===== config.mk =====
export PLATFORM = sky130hd
export DESIGN_NAME = c2p_cordic
export DESIGN_NICKNAME = d
export VERILOG_FILES = /design/src/rtl/c2p_pkg.sv /design/src/rtl/c2p_cordic.sv
export SDC_FILE = /design/constraint.sdc
export NUM_CORES = 2
export LEC_CHECK = 0
export BUFFER_PORTS_ARGS = -buffer_cell sky130_fd_sc_hd__buf_2
export CORE_MARGIN = 2
export CORE_UTILIZATION = 59
export CTS_BUF_LIST = sky130_fd_sc_hd__clkbuf_16
export DETAILED_ROUTE_END_ITERATION = 8
export PLACE_DENSITY = 0.78
export RECOVER_POWER = 100
export SLEW_MARGIN = 20
export SYNTH_ARGS = -nofsm -noshare
export SYNTH_HDL_FRONTEND = slang
export SYNTH_SLANG_ARGS = --single-unit

===== constraint.sdc =====
create_clock -name clk -period 4.15 [get_ports clk]
set_input_delay 0.2075 -clock clk [delete_from_list [all_inputs] [get_ports clk]]
set_output_delay 0.2075 -clock clk [all_outputs]
set_load 0.05 [all_outputs]

===== src/rtl/c2p_pkg.sv =====
// c2p_pkg: shared widths, angle constants and the CORDIC arctangent table
// for the Cartesian to polar converter. No dependencies.
`timescale 1ns / 1ps
package c2p_pkg;

  localparam int DATA_WIDTH   = 16;
  localparam int CORDIC_STEPS = 16;
  localparam int CW           = 28;   // CORDIC datapath / angle accumulator width
  localparam int FRAC_SHIFT   = 8;
  localparam int RHO_N        = 24;   // root bits of round(sqrt(x^2+y^2) * 2^8)
  localparam int RAD_N        = 16;   // root bits of the output radius
  localparam int SQ_W         = 32;   // width of squared sums

  localparam logic signed [CW-1:0] HALF_PI_24  = 28'sd26353589;
  localparam logic signed [CW-1:0] HALF_PI_Q13 = 28'sd12868;
  localparam logic signed [CW-1:0] PI_Q13      = 28'sd25736;
  localparam logic signed [CW-1:0] ROUND_Q13   = 28'sd1024;

  typedef struct packed {
    logic                  mode;
    logic                  xzero;
    logic                  yzero;
    logic                  yneg;
    logic [DATA_WIDTH-1:0] z;
  } side_t;

  // atan(2^-i) in units of 2^-24 rad
  function automatic logic signed [CW-1:0] atan_entry(input int i);
    logic signed [CW-1:0] v;
    case (i)
      0:       v = 28'sd13176795;
      1:       v = 28'sd7778716;
      2:       v = 28'sd4110060;
      3:       v = 28'sd2086331;
      4:       v = 28'sd1047214;
      5:       v = 28'sd524117;
      6:       v = 28'sd262123;
      7:       v = 28'sd131069;
      8:       v = 28'sd65536;
      9:       v = 28'sd32768;
      10:      v = 28'sd16384;
      11:      v = 28'sd8192;
      12:      v = 28'sd4096;
      13:      v = 28'sd2048;
      14:      v = 28'sd1024;
      15:      v = 28'sd512;
      16:      v = 28'sd256;
      17:      v = 28'sd128;
      18:      v = 28'sd64;
      19:      v = 28'sd32;
      20:      v = 28'sd16;
      21:      v = 28'sd8;
      22:      v = 28'sd4;
      23:      v = 28'sd2;
      24:      v = 28'sd1;
      default: v = '0;
    endcase
    return v;
  endfunction

endpackage


===== src/rtl/c2p_cordic.sv =====
// c2p_cordic: vectoring CORDIC, one micro-rotation per register stage.
// Depends on c2p_pkg for the datapath width and the arctangent table.
`timescale 1ns / 1ps
module c2p_cordic #(
  parameter int STEPS = c2p_pkg::CORDIC_STEPS
) (
  input  logic                           clk,
  input  logic                           en,
  input  logic signed [c2p_pkg::CW-1:0]  vx_i,
  input  logic signed [c2p_pkg::CW-1:0]  vy_i,
  input  logic signed [c2p_pkg::CW-1:0]  acc_i,
  output logic signed [c2p_pkg::CW-1:0]  acc_o
);
  logic signed [c2p_pkg::CW-1:0] vx_r  [0:STEPS];
  logic signed [c2p_pkg::CW-1:0] vy_r  [0:STEPS];
  logic signed [c2p_pkg::CW-1:0] acc_r [0:STEPS];

  assign vx_r[0]  = vx_i;
  assign vy_r[0]  = vy_i;
  assign acc_r[0] = acc_i;

  for (genvar i = 0; i < STEPS; i++) begin : g_rot
    logic signed [c2p_pkg::CW-1:0] dx, dy;
    assign dx = vy_r[i] >>> i;
    assign dy = vx_r[i] >>> i;
    always_ff @(posedge clk) begin
      if (en) begin
        if (!vy_r[i][c2p_pkg::CW-1]) begin
          vx_r[i+1]  <= vx_r[i] + dx;
          vy_r[i+1]  <= vy_r[i] - dy;
          acc_r[i+1] <= acc_r[i] + c2p_pkg::atan_entry(i);
        end else begin
          vx_r[i+1]  <= vx_r[i] - dx;
          vy_r[i+1]  <= vy_r[i] + dy;
          acc_r[i+1] <= acc_r[i] - c2p_pkg::atan_entry(i);
        end
      end
    end
  end

  assign acc_o = acc_r[STEPS];
endmodule


==> results.md <==
Status:
- The flow ran to the end, but the final reports show violations.
- The final reports fail on max-capacitance violations, max-slew violations, negative setup slack.

Synthesis:
- Counting flops with an async set or reset pin after synthesis yields a share of 0%.
- In this run, synthesis produced a sequential element count of 1218.
- The netlist uses 98 different library cells.
- The share of the yosys chip area belonging to registers is a little over a third.
- The synthesized netlist occupies a cell area of 101600 um^2.
- Counting flops with a built-in enable in the synthesized netlist gives 1218.
- The synthesized net count is about 12000.
- For this run, the leading register cell type out of synthesis is edfxtp_1.
- The number of warnings issued by yosys is 0.
- Dividing the synthesized area by the synthesized cell count gives 9.601 um^2.
- The number of instances in the synthesized netlist is 10583.

Placement:
- The worst-case setup slack after placement is -218.8 ps.
- Buffers placed on the I/O ports in this run total 113.
- The detailed-placement wirelength estimate is 201700 um.
- Routability-driven placement finished with a final weighted congestion of 0.9405.

Timing:
- The final number of hold-violating endpoints is 0.
- On the final layout, the worst clock skew is 36.57 ps.
- The worst path in the final design needs a cycle of 4173 ps, including I/O delays and setup.
- The relative slew slack is -65.65%.
- Setup violations remaining at the end of the flow were counted as 2.
- The pin slew with the least headroom to its limit is 2485 ps.
- Setup repair after global routing could not meet its margin everywhere.
- Dividing the final minimum period by the clock period gives 100.5%.
- Static timing analysis puts the maximum clock frequency at 239.7 MHz.
- The setup slack of the critical path after layout is -22.73 ps.
- The final-report max-slew violation count is 441.

Worst setup path:
- The cell with the largest stage delay on the worst path is or4_1.
- The worst setup path is of the register to register kind.
- Counting both buffers and inverters, the worst setup path holds a total of 1.
- Traced cell by cell, the critical path runs through nor2_2 > nor4b_4 > nor3b_4 > buf_4 > and2_1 > a21oi_1 > xor2_1 > ha_1 > a21o_1 > or4_1 > a21o_1 > a31oi_4 > a2111oi_2 > o21a_1 > o21a_1 > o41ai_2 > xnor2_1.
- The startpoint class of the critical path is a register.
- In this run the critical register-to-register path is captured at g_rot[6].dx[20].
- The setup check on the worst reg-to-reg path leaves a slack of -20 ps.
- The kind of cell with the highest combined delay on the critical path is compound AO/OA/AOI/OAI gates.
- At the worst endpoint, the required time is 4680 ps.
- The worst register-to-register path begins at g_rot[5].dy[2].
- The critical path depth in cells is 17.
- The number of cells traversed by the worst register-to-register path is 17.
- The arrival time at the worst endpoint is roughly 4700 ps.
- The maximum cell stage delay along the critical path is 470 ps.
- Along the worst path, the maximum fanout reaches 3.
- The nature of the critical path endpoint is a register.

Detailed routing:
- The final wirelength is 261600 um.
- The vias after detailed routing is 83317.
- The mean routed wirelength per cell is about 19 um.
- After detailed routing, the number of vias per cell comes to around 6.0.
- For this run, design rule violations remaining after detail routing come to 0.
- The first-pass detailed-route iteration total is 6.
- The number of routed nets with antenna violations is 0.
- The first-iteration detailed-routing DRC count is 6517.

Layout:
- The top cell types in the final layout, fill and taps aside, are edfxtp_1, ha_1, nor2_1, a21oi_1, xnor2_1.
- Leaving out fill and tap cells, the most frequent cell in the layout is edfxtp_1.
- The post-layout utilization of the core is 67.79%.
- The share of final-layout standard cells stronger than drive strength 1 is 11.60%.
- The area growth from synthesis to layout is 14.33%.
- The count of nets after finishing is between 10000 and 15000.
- The count of fill cells added during filler insertion is roughly 13000.

Floorplanning:
- The die footprint is approximately 180000 um^2.
- The die span in y is 419.0 um.
- The effective utilization at floorplan is 59.29%.
- In this run the standard cell core region covers 171400 um^2.
- Row generation in the floorplan step produced around 150 rows.
- The count of boundary I/O pins is 114.
- The die width is 419.0 um.

GRT:
- The overall global routing resource usage is 28.92%.
- The via count of the first global-routing pass is 80980.
- The aggregate global routing overflow is 0.
- The initial antenna violation count is 4.
- The first-pass GRT wire length is 414800 um.
- The largest net degree at the start of global routing is 128.

Worst hold path:
- The start point of the worst min-delay path is vy_i[3].
- The type of the worst min-delay path is primary input to register.
- The path with the worst hold slack has its endpoint at g_rot[1].dy[2].
- The number of cells on the worst hold path is 3.

Clock network:
- The clock tree from TritonCTS is built.
- The clock tree buffer depth is 3.
- The number of clock sinks is 1218.
- Clock-pin slew was measured on the worst setup and hold paths at 60 ps.
- The clock latency on the worst-skew pair is 810 ps.
- The total CTS buffers is 140.
- The H-tree was split into 4 levels.
- The tree is rooted in a clkbuf_16.

Run:
- The tool flagged a number of max-cap violations equal to 4.
## synth_stat cells (41+ instances only)
cell / count / area (um^2)
ha_1: 1198 / 14990
xnor2_1: 925 / 8102
a31oi_1: 117 / 732.0
nand4_1: 57 / 356.6
and3_1: 142 / 888.4
o21ai_0: 501 / 2507
nand3_1: 178 / 890.9
inv_1: 535 / 2008
or2_2: 41 / 256.5
a21o_1: 403 / 3025
o21a_1: 169 / 1269
clkbuf_1: 121 / 454.2
edfxtp_1: 1218 / 36580
fa_1: 44 / 880.8
nor3_1: 328 / 1642
a21oi_1: 1047 / 5240
xor2_1: 468 / 4099
nor2_1: 1021 / 3832
nor4_1: 90 / 563.0
o21bai_1: 115 / 863.3
o31ai_1: 54 / 405.4
nand2b_1: 148 / 925.9
a21boi_0: 43 / 322.8
and2_1: 82 / 513.0
or3_1: 88 / 550.5
o211ai_1: 52 / 390.4
nor2b_1: 166 / 1039
nand2_1: 493 / 1851
a211oi_1: 87 / 653.1
## registers in the layout, indices dropped and copies added (netlist names)
signal and flops:
g_rot.dy 287, acc_r 420, acc_o 28, vx_r 90
g_rot.dx 288, vy_r 105
## logic make-up after synthesis
group           share of synthesized area (%)
flops                                   36.00
mux                                    0.5480
buf+inv                                 2.755
xor+xnor                                12.02
simple gates                            14.32
fa+ha+maj                               15.62
compound gates                          18.74
## area by class of cell
class | instances | area (um^2) | area share (%)
Multi-Input combinational cell | 8648 | 63890 | 55.00
Sequential cell | 1218 | 36580 | 31.49
Timing Repair Buffer | 843 | 6021 | 5.183
Clock buffer | 140 | 3503 | 3.016
Tap cell | 2310 | 2890 | 2.488
Inverter | 538 | 2028 | 1.746
Clock inverter | 120 | 1249 | 1.075
Antenna cell | 1 | 2.502 | 0.002154
## routing by layer
metal	share of wire, %	vias to the layer above	track usage (%)
li1	-	40703	-
met1	43	39795	36.54
met2	49	2234	51.25
met3	4.7	581	3.390
met4	3.3	4	9.460
met5	0.010	-	0
## worst reg2reg max path, cell delays in order, from the launching register on
cell,delay (ps)
edfxtp_1,410
nor2_2,180
nor4b_4,270
nor3b_4,260
buf_4,150
and2_1,160
a21oi_1,100
xor2_1,160
ha_1,300
a21o_1,180
or4_1,470
a21o_1,240
a31oi_4,200
a2111oi_2,110
o21a_1,190
o21a_1,190
o41ai_2,260
xnor2_1,110
## through the flow
step           hold WS [ps]  instance area [um^2]  TNS [ps]  cells
2_1_floorplan         320.0                101600         0  10583
3_3_place_gp          400.6                109100     -1007  13440
3_5_place_dp          404.5                109100     -2499  13440
4_1_cts               2.064                114500         0  13748
5_1_grt               59.64                116200     -4596  13817
6_report              41.14                116200    -24.17  13818
## how the worst max path moves through the flow
| stage | from | endpoint | slack (ps) |
|---|---|---|---|
| 3_3_place_gp | g_rot[9].dy[4] | g_rot[10].dx[17] | -140 |
| 5_1_grt | g_rot[5].dy[2] | g_rot[6].dx[20] | -220 |
| 2_1_floorplan | g_rot[1].dx[26] | g_rot[2].dx[24] | 20 |
| 4_1_cts | g_rot[7].dy[1] | g_rot[8].dx[15] | 7 |
| 3_5_place_dp | g_rot[7].dx[6] | g_rot[8].dy[19] | -220 |
| 6_report | g_rot[5].dy[2] | g_rot[6].dx[20] | -20 |
## repair_timing
action                                 in CTS  in global routing
setup endpoints to repair                  33                170
hold buffers                               41                  0
resized for setup                          42                328
pin swaps                                  12                103
buffers inserted                            7                 69
endpoints found under the hold margin      48                  0
gates cloned                                0                  0
Power is not shown: default switching activity piles up to over one toggle a cycle in this logic, so the estimate is an artifact.
