`config.mk`:
```
export PLATFORM = sky130hd
export DESIGN_NAME = c2p_sqrt
export DESIGN_NICKNAME = d
export VERILOG_FILES = /design/src/rtl/c2p_sqrt.sv
export SDC_FILE = /design/constraint.sdc
export NUM_CORES = 1
export LEC_CHECK = 0
export ABC_AREA = 0
export BUFFER_PORTS_ARGS = -buffer_cell sky130_fd_sc_hd__buf_2
export CAP_MARGIN = 20
export CORE_MARGIN = 2
export CORE_UTILIZATION = 38
export DETAILED_ROUTE_END_ITERATION = 10
export SETUP_SLACK_MARGIN = 0.1
export SYNTH_ARGS = -nofsm -noshare
export SYNTH_HDL_FRONTEND = slang
export SYNTH_SLANG_ARGS = --single-unit
```
`constraint.sdc`:
```
create_clock -name clk -period 2.7 [get_ports clk]
set_input_delay 0.54 -clock clk [delete_from_list [all_inputs] [get_ports clk]]
set_output_delay 0.54 -clock clk [all_outputs]
set_load 0.02 [all_outputs]
```
`src/rtl/c2p_sqrt.sv`:
```
// c2p_sqrt: pipelined digit-by-digit square root, one root bit per stage,
// followed by a round-to-nearest stage. Depends on nothing.
`timescale 1ns / 1ps
module c2p_sqrt #(
  parameter int N = 16
) (
  input  logic           clk,
  input  logic           en,
  input  logic [2*N-1:0] s_i,
  output logic [N-1:0]   root_o
);
  localparam int RW = 2 * N + 2;

  logic [RW-1:0] rem_r  [0:N];
  logic [N-1:0]  root_r [0:N];
  logic [N-1:0]  round_r;

  assign rem_r[0]  = RW'(s_i);
  assign root_r[0] = '0;

  for (genvar k = 0; k < N; k++) begin : g_stage
    localparam int B = N - 1 - k;
    logic [RW-1:0] trial;
    assign trial = (RW'(root_r[k]) << (B + 1)) | (RW'(1) << (2 * B));
    always_ff @(posedge clk) begin
      if (en) begin
        if (rem_r[k] >= trial) begin
          rem_r[k+1]  <= rem_r[k] - trial;
          root_r[k+1] <= root_r[k] | (N'(1) << B);
        end else begin
          rem_r[k+1]  <= rem_r[k];
          root_r[k+1] <= root_r[k];
        end
      end
    end
  end

  // round up when the remainder exceeds the root
  always_ff @(posedge clk) begin
    if (en) begin
      round_r <= root_r[N] + N'(rem_r[N] > RW'(root_r[N]));
    end
  end

  assign root_o = round_r;
endmodule

```
==> impl_metrics.env, run 1 <==
export IMPL_outcome="finished, violations left"
export IMPL_violations="setup timing"
export IMPL_timing_fmax_ghz=0.328
export IMPL_synth_edf_count=695
export IMPL_synth_area_mm2=0.0333
export IMPL_peakVddDrop_mv=0.622
export IMPL_syn_inst=2623
export IMPL_crit_path_end_kind="flop"
export IMPL_required_ns=3.05
export IMPL_synthMostInstantiatedCell="edfxtp_1"
export IMPL_die_area_mm2=0.0900
export IMPL_yosys_warnings=0
export IMPL_clock_latency_ns=0.63
export IMPL_place_area_mm2=0.0384
export IMPL_numCtsBuffers=76
export IMPL_synth_area_per_cell_um2=12.7
export IMPL_rows=108
export IMPL_crit_buf_inv=1
export IMPL_setup_viol=128
export IMPL_finalClockSkew_ns=0.0305
export IMPL_syn_num_nets=2827
export IMPL_crit_chain="or4_4 -> or2_1 -> or3_1 -> or3b_1 -> or3_4 -> buf_2 -> nor4bb_1 -> xor2_1"
export IMPL_wirelength_um=75100
export IMPL_worstSetupPathType="flop to flop"
export IMPL_pwr_density_cell_mw_per_mm2=677
export IMPL_grt_pass1_wl_um=116000
export IMPL_die_w_um=300
export IMPL_rsz0062_at_grt="yes"
export IMPL_leakage_nw=17.4
export IMPL_grt_usage_pct=15.9
export IMPL_antenna_found_initial=0
export IMPL_synth_seq_cells=695
export IMPL_root_buffer="clkbuf_16"
export IMPL_yosysSeqAreaShare_pct=62.7
export IMPL_io_buffer_count=49
export IMPL_hold_violations=0
export IMPL_crit_slowest_cell="or4_4"
export IMPL_cts_tree="built"
export IMPL_synthTopCellsByCount="edfxtp_1 (695), inv_1 (218), nand2_1 (175), ha_1 (170), nor2_1 (163)"
export IMPL_multi_input_area_mm2=0.0143
export IMPL_cp_start_kind="flop"
export IMPL_yosys_area_top_type_share_pct=62.7
export IMPL_report_final_slew_viol_count=0
export IMPL_areaGrowthSynthToFinish_pct=36.0
export IMPL_path_clk_slew_ns=0.06
export IMPL_synth_area_top_cells="edfxtp_1 (63%), ha_1 (6.4%), xnor2_1 (3.9%)"
export IMPL_grt_max_degree=114
export IMPL_fin_crit_sh_pct=113
export IMPL_vias_per_cell=5.08
export IMPL_drive_above_1_share_pct=35.4
export IMPL_critical_path_max_stage_delay_ns=0.55
export IMPL_worstPathMaxFanout=5
export IMPL_die_h_um=300
export IMPL_hpwl_um=51300
export IMPL_htreeDepth=3
export IMPL_grt_pass1_vias=23700
export IMPL_core_area_mm2=0.0868
export IMPL_synth_area_leader_cell="edfxtp_1"
export IMPL_diodes=0
export IMPL_fin_nets=3502
export IMPL_hold_class="primary input to flop"
export IMPL_fin_util_pct=52.2
export IMPL_pin_count=50
export IMPL_ant_nets=0
export IMPL_routabilityCongestion=0.905
export IMPL_start_util_pct=38.4
export IMPL_stdcell_area_mm2=0.0452
export IMPL_yosysUniqueCellTypes=76
export IMPL_num_vias=22900
export IMPL_drcViolationCount=0
export IMPL_fill_cells=7084
export IMPL_overflow=0
export IMPL_fin_ws_ns=-0.349
export IMPL_regArea_mm2=0.0209
export IMPL_worst_slew_pin_transition_ns=0.734
export IMPL_cp_top_family="simple AND/OR/NAND/NOR gates"
export IMPL_clock_sinks=695
export IMPL_max_slew_margin_pct=51.1
export IMPL_arrival_ns=3.39
export IMPL_drv_cap=0
export IMPL_drt_first_pass_iters=5
export IMPL_synth_async_sr_flop_share_pct=0
export IMPL_min_period_ns=3.05
export IMPL_avgRoutedWirePerCell_um=16.6
export IMPL_synthFlopType="edfxtp_1"
export IMPL_cts_buffer_depth=3
export IMPL_first_iter_violations=1425
what timing repair did:
| action | 4_1_cts | 5_1_grt |
|---|---|---|
| pin swaps | 100 | 152 |
| gates resized for setup | 309 | 344 |
| endpoints found under the setup margin | 256 | 285 |
| setup buffers | 72 | 88 |
| hold buffers | 0 | 0 |
| cloned | 4 | 12 |
power by group:
| group | total [mW] | switching [mW] | leakage [nW] | internal, mW |
|---|---|---|---|---|
| clock | 10.1 | 4.36 | 1.19 | 5.78 |
| sequential | 14.2 | 0.805 | 6.67 | 13.4 |
| combinational | 6.33 | 3.19 | 9.59 | 3.14 |
routing by layer:
metal	wire length [um]	vias up	track usage (%)
met5	0	-	0
met4	3860	0	7.98
met3	1870	223	2.23
met2	42600	425	31.9
met1	26800	11100	15.7
li1	-	11100	-
area by class of cell:
| cell class | instances | area share, % |
|---|---|---|
| Clock inverter | 40 | 1.05 |
| Multi-Input combinational cell | 1677 | 31.7 |
| Inverter | 218 | 1.83 |
| Sequential cell | 695 | 46.1 |
| Tap cell | 1155 | 3.19 |
| Timing Repair Buffer | 630 | 11.7 |
| Clock buffer | 98 | 4.39 |
kinds of logic (layout without fill, tap and decap cells):
kind of cell               Yosys count  in the layout  synth area share (%)
and+or+nand+nor                    788            789                  12.4
DFF                                695            695                  62.7
AOI/OAI and AO/OA                  441            441                  8.13
xor gates and xnor gates           257            257                  6.79
buffers and inverters              252            986                  2.93
adders and majority gates          170            170                  6.39
muxes                               20             20                 0.688
state kept, by name (all words and copies together) (netlist names):
name	count
rem_r	543
g_stage.trial	120
root_o	16
root_r	16
final timing paths:
kind / from / endpoint / slack, ns / cells past startpoint
worst max-delay path: rem_r[199] / rem_r[164] / -0.35 / 8
worst min-delay path: s_i[8] / rem_r[518] / 0.08 / 1
worst max register to register: rem_r[199] / rem_r[164] / -0.35 / 8
worst min register to register: rem_r[69] / rem_r[35] / 0.43 / 0
cells in the final DEF, fill, tap and decap left out, types with 22 or more instances in the layout:
master | synthesis | final
o21ai_0 | 137 | 79
o21a_1 | 32 | 31
nor2_4 | 0 | 40
nand2b_1 | 28 | 25
nor4_1 | 97 | 67
nand4_1 | 33 | 33
clkbuf_1 | 20 | 22
nor3_1 | 83 | 59
nand2_2 | 0 | 27
xnor2_1 | 147 | 135
xor2_1 | 109 | 109
edfxtp_1 | 695 | 695
o21ai_2 | 0 | 31
buf_2 | 7 | 50
buf_6 | 2 | 63
nor2_1 | 163 | 104
a21o_1 | 35 | 33
nand3_1 | 46 | 25
or3_1 | 36 | 25
clkbuf_16 | 0 | 83
buf_4 | 1 | 479
a21oi_1 | 128 | 92
nand2_1 | 175 | 136
ha_4 | 0 | 38
a21oi_2 | 0 | 31
ha_1 | 170 | 125
inv_1 | 218 | 200
through the flow:
stage	power [mW]	setup slack [ns]	instances	hold WS (ns)	TNS, ns
2_1_floorplan	17.1	-0.160	2623	0.417	-3.88
6_report	30.6	-0.349	4513	0.0779	-18.18
3_5_place_dp	19.4	-0.462	4209	0.429	-41.88
5_1_grt	32.0	-0.397	4513	0.0496	-30.59
4_1_cts	30.2	-0.284	4420	0.0378	-12.24
3_3_place_gp	19.2	-0.408	4209	0.430	-33.11
(Power assumes the default switching activity.)
==> inputs of run 2 (changes only) <==
--- a/config.mk
+++ b/config.mk
@@ -11,6 +11,7 @@
 export CORE_MARGIN = 2
 export CORE_UTILIZATION = 38
 export DETAILED_ROUTE_END_ITERATION = 10
+export RECOVER_POWER = 25
 export SETUP_SLACK_MARGIN = 0.1
 export SYNTH_ARGS = -nofsm -noshare
 export SYNTH_HDL_FRONTEND = slang
==> constraint.sdc (replaced) <==
create_clock -name clk -period 2.5 [get_ports clk]
set_input_delay 0.5 -clock clk [delete_from_list [all_inputs] [get_ports clk]]
set_output_delay 0.5 -clock clk [all_outputs]
set_load 0.02 [all_outputs]
==> run 2 against run 1 <==
Effect of this change: the run still ends with setup timing left; core utilization is 3.3 points higher; clock power is 9.9% higher; final cell count increased by 5.2%; non-clock buffer count is 237 higher; combinational power is 27% higher; sequential cell count stayed put; setup slack lost 0.18 ns; global-route usage increased by 1.1 points; maximum frequency is 0.80% higher; critical path type unchanged; largest cell class unchanged.
==> impl_metrics.env, run 2 (synthesis results as in run 1) <==
export IMPL_outcome="finished, violations left"
export IMPL_violations="setup timing"
export IMPL_clock_latency_ns=0.65
export IMPL_avgRoutedWirePerCell_um=17.0
export IMPL_multi_input_area_mm2=0.0153
export IMPL_pin_count=50
export IMPL_critical_path_max_stage_delay_ns=0.54
export IMPL_num_vias=24000
export IMPL_grt_pass1_wl_um=124000
export IMPL_max_slew_margin_pct=1.96
export IMPL_grt_max_degree=85
export IMPL_dp_cells=4391
export IMPL_die_area_mm2=0.0900
export IMPL_fin_nets=3739
export IMPL_antenna_found_initial=0
export IMPL_pre_cts_ws_ns=-0.891
export IMPL_first_iter_violations=1035
export IMPL_rr_endpoint="rem_r[148]"
export IMPL_overflow=0
export IMPL_regArea_mm2=0.0209
export IMPL_cp_top_family="simple AND/OR/NAND/NOR gates"
export IMPL_endpoint="rem_r[148]"
export IMPL_fin_ws_ns=-0.525
export IMPL_critPathMostFrequentCell="or3_4"
export IMPL_largest_register_ffs=543
export IMPL_arrival_ns=3.39
export IMPL_reg2reg_from="rem_r[199]"
export IMPL_layout_common_cells="edfxtp_1 (695), buf_4 (688), inv_1 (191)"
export IMPL_worstSetupPathType="flop to flop"
export IMPL_path_depth=7
export IMPL_crit_slowest_cell="or4_4"
export IMPL_r2r_cells=7
export IMPL_die_h_um=300
export IMPL_rows=108
export IMPL_worst_slew_pin_transition_ns=1.47
export IMPL_min_period_ns=3.02
export IMPL_crit_path_end_kind="flop"
export IMPL_ant_nets=0
export IMPL_rsz0062_at_grt="yes"
export IMPL_io_buffer_count=49
export IMPL_peakVddDrop_mv=0.587
export IMPL_pwr_density_cell_mw_per_mm2=714
export IMPL_hold_worst_slack_ns=0.0367
export IMPL_die_w_um=300
export IMPL_fin_crit_sh_pct=121
export IMPL_drv_cap=0
export IMPL_worstPathMaxFanout=6
export IMPL_hold_violations=0
export IMPL_htreeDepth=3
export IMPL_root_buffer="clkbuf_16"
export IMPL_diodes=0
export IMPL_holdCritStartpoint="s_i[10]"
export IMPL_timing_fmax_ghz=0.331
export IMPL_core_area_mm2=0.0868
export IMPL_numCtsBuffers=75
export IMPL_cts_buffer_depth=3
export IMPL_hold_class="primary input to flop"
export IMPL_vias_per_cell=5.05
export IMPL_wirelength_um=80700
export IMPL_cp_start_kind="flop"
export IMPL_final_cell_count_no_fill=4747
export IMPL_mostFrequentLayoutCell="edfxtp_1"
export IMPL_cts_tree="built"
export IMPL_report_final_slew_viol_count=0
export IMPL_drt_first_pass_iters=5
export IMPL_start_util_pct=38.4
export IMPL_setup_viol=228
export IMPL_grt_usage_pct=17.0
export IMPL_leakage_nw=18.8
export IMPL_routabilityCongestion=0.912
export IMPL_areaGrowthSynthToFinish_pct=44.7
export IMPL_drcViolationCount=0
export IMPL_crit_buf_inv=1
export IMPL_regMostFlops="rem_r"
export IMPL_r2r_slack_ns=-0.52
export IMPL_path_clk_slew_ns=0.06
export IMPL_clock_sinks=695
export IMPL_crit_chain="or4_4 -> or2_1 -> or3_4 -> or3b_4 -> or3_4 -> buf_2 -> mux2_4"
export IMPL_hpwl_um=54200
export IMPL_fill_cells=6935
export IMPL_drive_above_1_share_pct=42.0
export IMPL_cp_startpoint="rem_r[199]"
export IMPL_finalClockSkew_ns=0.0301
export IMPL_required_ns=2.87
export IMPL_grt_pass1_vias=25200
[run 2: cell types whose count changed in the layout (fill, tap and decap cells not counted), moves of 15 or more]
cell,previous run,this run
buf_2,50,25
buf_4,479,688
nor4_1,67,52
o21ai_0,79,57
o21ai_2,31,56
xnor2_1,135,118
xnor2_2,13,30
[run 2: per-layer routing]
layer  global-route usage (%)  share of wire (%)  up-vias
met5                        0                  0        -
met4                     8.39                5.2        0
met3                     2.56                2.8      248
met2                     34.5                 57      440
met1                     16.4                 35    11700
li1                         -                  -    11600
[run 2: metrics by stage]
| stage | instance area (um^2) | total power, mW | utilization (%) | TNS [ns] |
|---|---|---|---|---|
| finish | 48100 | 34.4 | 55.5 | -56.54 |
| floorplan | 34200 | 18.7 | - | -15.91 |
| global placement | 40300 | 21.4 | 46.5 | -72.85 |
| global route | 48100 | 35.8 | 55.5 | -78.49 |
| CTS | 45700 | 33.6 | 52.7 | -47.23 |
| detailed placement | 40300 | 21.7 | 46.5 | -84.45 |
[run 2: how the worst min path moves through the flow]
stage                       to  slack (ns)  cells past startpoint
finish              rem_r[520]        0.04                      1
global route        rem_r[520]        0.01                      1
CTS                 rem_r[520]     0.00008                      1
detailed placement  rem_r[459]        0.43                      0
global placement    rem_r[142]        0.43                      0
floorplan           rem_r[103]        0.42                      0
[run 2: final cells by class]
| class | count | share of cell area (%) |
|---|---|---|
| sequential | 695 | 43.3 |
| inverter | 218 | 1.76 |
| timing repair inverter | 1 | 0.0338 |
| clock buffer | 86 | 3.98 |
| multi-input combinational | 1677 | 31.8 |
| timing repair buffer | 867 | 14.9 |
| clock inverter | 48 | 1.16 |
| tap | 1155 | 3.00 |
[run 2: power breakdown]
part	switching, mW	leakage, nW	internal [mW]	total (mW)
Clock	4.72	1.19	6.33	11.1
Sequential	0.875	6.67	14.4	15.3
Combinational	3.93	10.9	4.11	8.03
Total	9.52	18.8	24.9	34.4
[run 2: repair_timing]
action / 4_1_cts / 5_1_grt
hold buffers: 7 / 0
resized for setup: 404 / 393
pin swaps: 180 / 164
endpoints found under the setup margin: 300 / 317
gates cloned: 11 / 5
hold endpoints to repair: 7 / 0
buffers inserted: 126 / 89
==> inputs of run 3 (changes only) <==
--- a/config.mk
+++ b/config.mk
@@ -5,7 +5,7 @@
 export SDC_FILE = /design/constraint.sdc
 export NUM_CORES = 1
 export LEC_CHECK = 0
-export ABC_AREA = 0
+export ABC_AREA = 1
 export BUFFER_PORTS_ARGS = -buffer_cell sky130_fd_sc_hd__buf_2
 export CAP_MARGIN = 20
 export CORE_MARGIN = 2
==> run 3 against run 2 <==
Effect of this change: the run ends with capacitance limit, slew limit, setup timing left; register-to-register slack gained 0.24 ns; cell area shrank 5.7%; clock power is essentially flat; first-iteration DRC count grew 110%; synthesized area grew 15%.
==> impl_metrics.env, run 3 <==
export IMPL_rsz0062_at_grt="yes"
export IMPL_cp_start_kind="flop"
export IMPL_start_util_pct=38.3
export IMPL_die_w_um=322
export IMPL_synth_area_per_cell_um2=9.05
export IMPL_num_vias=29200
export IMPL_htreeDepth=3
export IMPL_fill_cells=9527
export IMPL_largest_register_ffs=543
export IMPL_fin_crit_sh_pct=111
export IMPL_die_h_um=322
export IMPL_worstSetupPathType="flop to flop"
export IMPL_max_slew_margin_pct=-2.49
export IMPL_yosys_warnings=0
export IMPL_finalClockSkew_ns=0.0214
export IMPL_final_cell_count_no_fill=5948
export IMPL_clock_latency_ns=0.63
export IMPL_hold_worst_slack_ns=0.0595
export IMPL_mostFrequentLayoutCell="nand2_1"
export IMPL_synth_async_sr_flop_share_pct=0
export IMPL_leakage_nw=19.5
export IMPL_worstPathMaxFanout=3
export IMPL_synth_area_leader_cell="edfxtp_1"
export IMPL_ant_nets=0
export IMPL_yosys_area_top_type_share_pct=54.4
export IMPL_setup_viol=72
export IMPL_die_area_mm2=0.104
export IMPL_fin_ws_ns=-0.281
export IMPL_grt_pass1_wl_um=147000
export IMPL_dp_cells=5770
export IMPL_yosysUniqueCellTypes=48
export IMPL_report_final_slew_viol_count=12
export IMPL_synth_area_top_cells="edfxtp_1 (54%), nand2_1 (11%), inv_1 (6.5%)"
export IMPL_finalPower_mw=34.1
export IMPL_arrival_ns=3.16
export IMPL_worst_slew_pin_transition_ns=1.54
export IMPL_wirelength_um=93900
export IMPL_vias_per_cell=4.90
export IMPL_core_area_mm2=0.100
export IMPL_timing_fmax_ghz=0.360
export IMPL_grt_max_degree=111
export IMPL_pre_cts_ws_ns=-0.439
export IMPL_synthMostInstantiatedCell="nand2_1"
export IMPL_multi_input_area_mm2=0.0155
export IMPL_hold_violations=0
export IMPL_synth_edf_count=695
export IMPL_pwr_density_cell_mw_per_mm2=752
export IMPL_pin_count=50
export IMPL_reg2reg_from="rem_r[5]"
export IMPL_layout_common_cells="nand2_1 (1124), edfxtp_1 (695), inv_1 (663)"
export IMPL_synth_area_mm2=0.0384
export IMPL_synth_seq_cells=695
export IMPL_syn_num_nets=4441
export IMPL_finalSetupTns_ns=-2.37
export IMPL_outcome="finished, violations left"
export IMPL_first_iter_violations=2194
export IMPL_synthTopCellsByCount="nand2_1 (1147), edfxtp_1 (695), inv_1 (668), nor2_1 (427), nand3_1 (230)"
export IMPL_cts_buffer_depth=3
export IMPL_peakVddDrop_mv=0.449
export IMPL_avgRoutedWirePerCell_um=15.8
export IMPL_drcViolationCount=0
export IMPL_hpwl_um=73000
export IMPL_path_clk_slew_ns=0.06
export IMPL_root_buffer="clkbuf_16"
export IMPL_diodes=0
export IMPL_grt_pass1_vias=28000
export IMPL_areaGrowthSynthToFinish_pct=18.4
export IMPL_regMostFlops="rem_r"
export IMPL_hold_class="primary input to flop"
export IMPL_drt_first_pass_iters=7
export IMPL_io_buffer_count=49
export IMPL_overflow=0
export IMPL_required_ns=2.88
export IMPL_min_period_ns=2.78
export IMPL_fin_nets=4791
export IMPL_crit_path_end_kind="flop"
export IMPL_drv_cap=1
export IMPL_antenna_found_initial=0
export IMPL_drive_above_1_share_pct=12.6
export IMPL_grt_usage_pct=17.9
export IMPL_cp_startpoint="rem_r[5]"
export IMPL_numCtsBuffers=77
export IMPL_syn_inst=4237
export IMPL_cts_tree="built"
export IMPL_routabilityCongestion=0.934
export IMPL_rows=116
export IMPL_regArea_mm2=0.0209
export IMPL_holdCritStartpoint="s_i[28]"
export IMPL_clock_sinks=695
export IMPL_synthFlopType="edfxtp_1"
export IMPL_yosysSeqAreaShare_pct=54.4
export IMPL_violations="capacitance limit, slew limit, setup timing"
-- run 3: cells by family after synthesis --
family,after synthesis,synth area share [%]
flip-flops,695,54.4
XOR/XNOR,162,3.70
AND/OR/NAND/NOR,2091,23.2
buffers and inverters,703,7.24
adder cells (fa/ha/maj),170,5.54
AO/OA/AOI/OAI,416,5.95
-- run 3: worst paths after layout --
kind	endpoint	slack [ns]	depth (start not counted)
min reg2reg	rem_r[238]	0.44	0
min	rem_r[538]	0.06	1
max	root_o[14]	-0.28	17
max reg2reg	root_o[14]	-0.28	17
-- run 3: per-stage QoR --
step | utilization (%) | cell area [um^2]
after floorplan | - | 38400
after global placement | 41.8 | 41900
after detailed placement | 41.8 | 41900
after CTS | 44.5 | 44500
after global routing | 45.4 | 45400
final | 45.4 | 45400
-- run 3: report_power, final --
group | internal [mW] | total, mW | switching [mW] | leakage (nW)
Clock | 6.53 | 11.2 | 4.71 | 1.20
Combinational | 2.80 | 7.44 | 4.64 | 11.6
Sequential | 14.5 | 15.5 | 0.957 | 6.67
Total | 23.8 | 34.1 | 10.3 | 19.5
-- run 3: area by class of cell --
class / count / share of cell area (%)
Inverter: 674 / 5.59
Clock inverter: 52 / 1.14
Sequential cell: 695 / 45.9
Timing Repair inverter: 1 / 0.0165
Multi-Input combinational cell: 2839 / 34.2
Tap cell: 1298 / 3.58
Clock buffer: 90 / 4.35
Timing Repair Buffer: 299 / 5.19
-- run 3: critical path, stage by stage, from the launching register on --
cell and delay, ns:
edfxtp_1 0.41, ha_4 0.30, nand2_2 0.06, a21oi_2 0.12, nor3_2 0.06, o21ai_1 0.15, nand2_1 0.07, nand3_1 0.07
nor2_1 0.04, nor2_1 0.09, ha_2 0.22, ha_4 0.15, nand3_4 0.07, nor3_4 0.14, nand3_2 0.12, nor3_4 0.21
nand3_2 0.10, xor2_1 0.16
-- run 3: what timing repair did --
item | in CTS | in global routing
pin swaps | 4 | 30
hold buffers | 0 | 0
gates resized for setup | 27 | 143
setup buffers | 2 | 32
setup endpoints to repair | 36 | 215
cloned | 0 | 3
-- run 3: metal layers --
layer	up-vias	global-route usage (%)	routed length, um
li1	14800	-	-
met5	-	0	0
met3	160	2.27	3880
met2	621	31.1	45800
met4	0	5.64	2560
met1	13600	23.1	41600
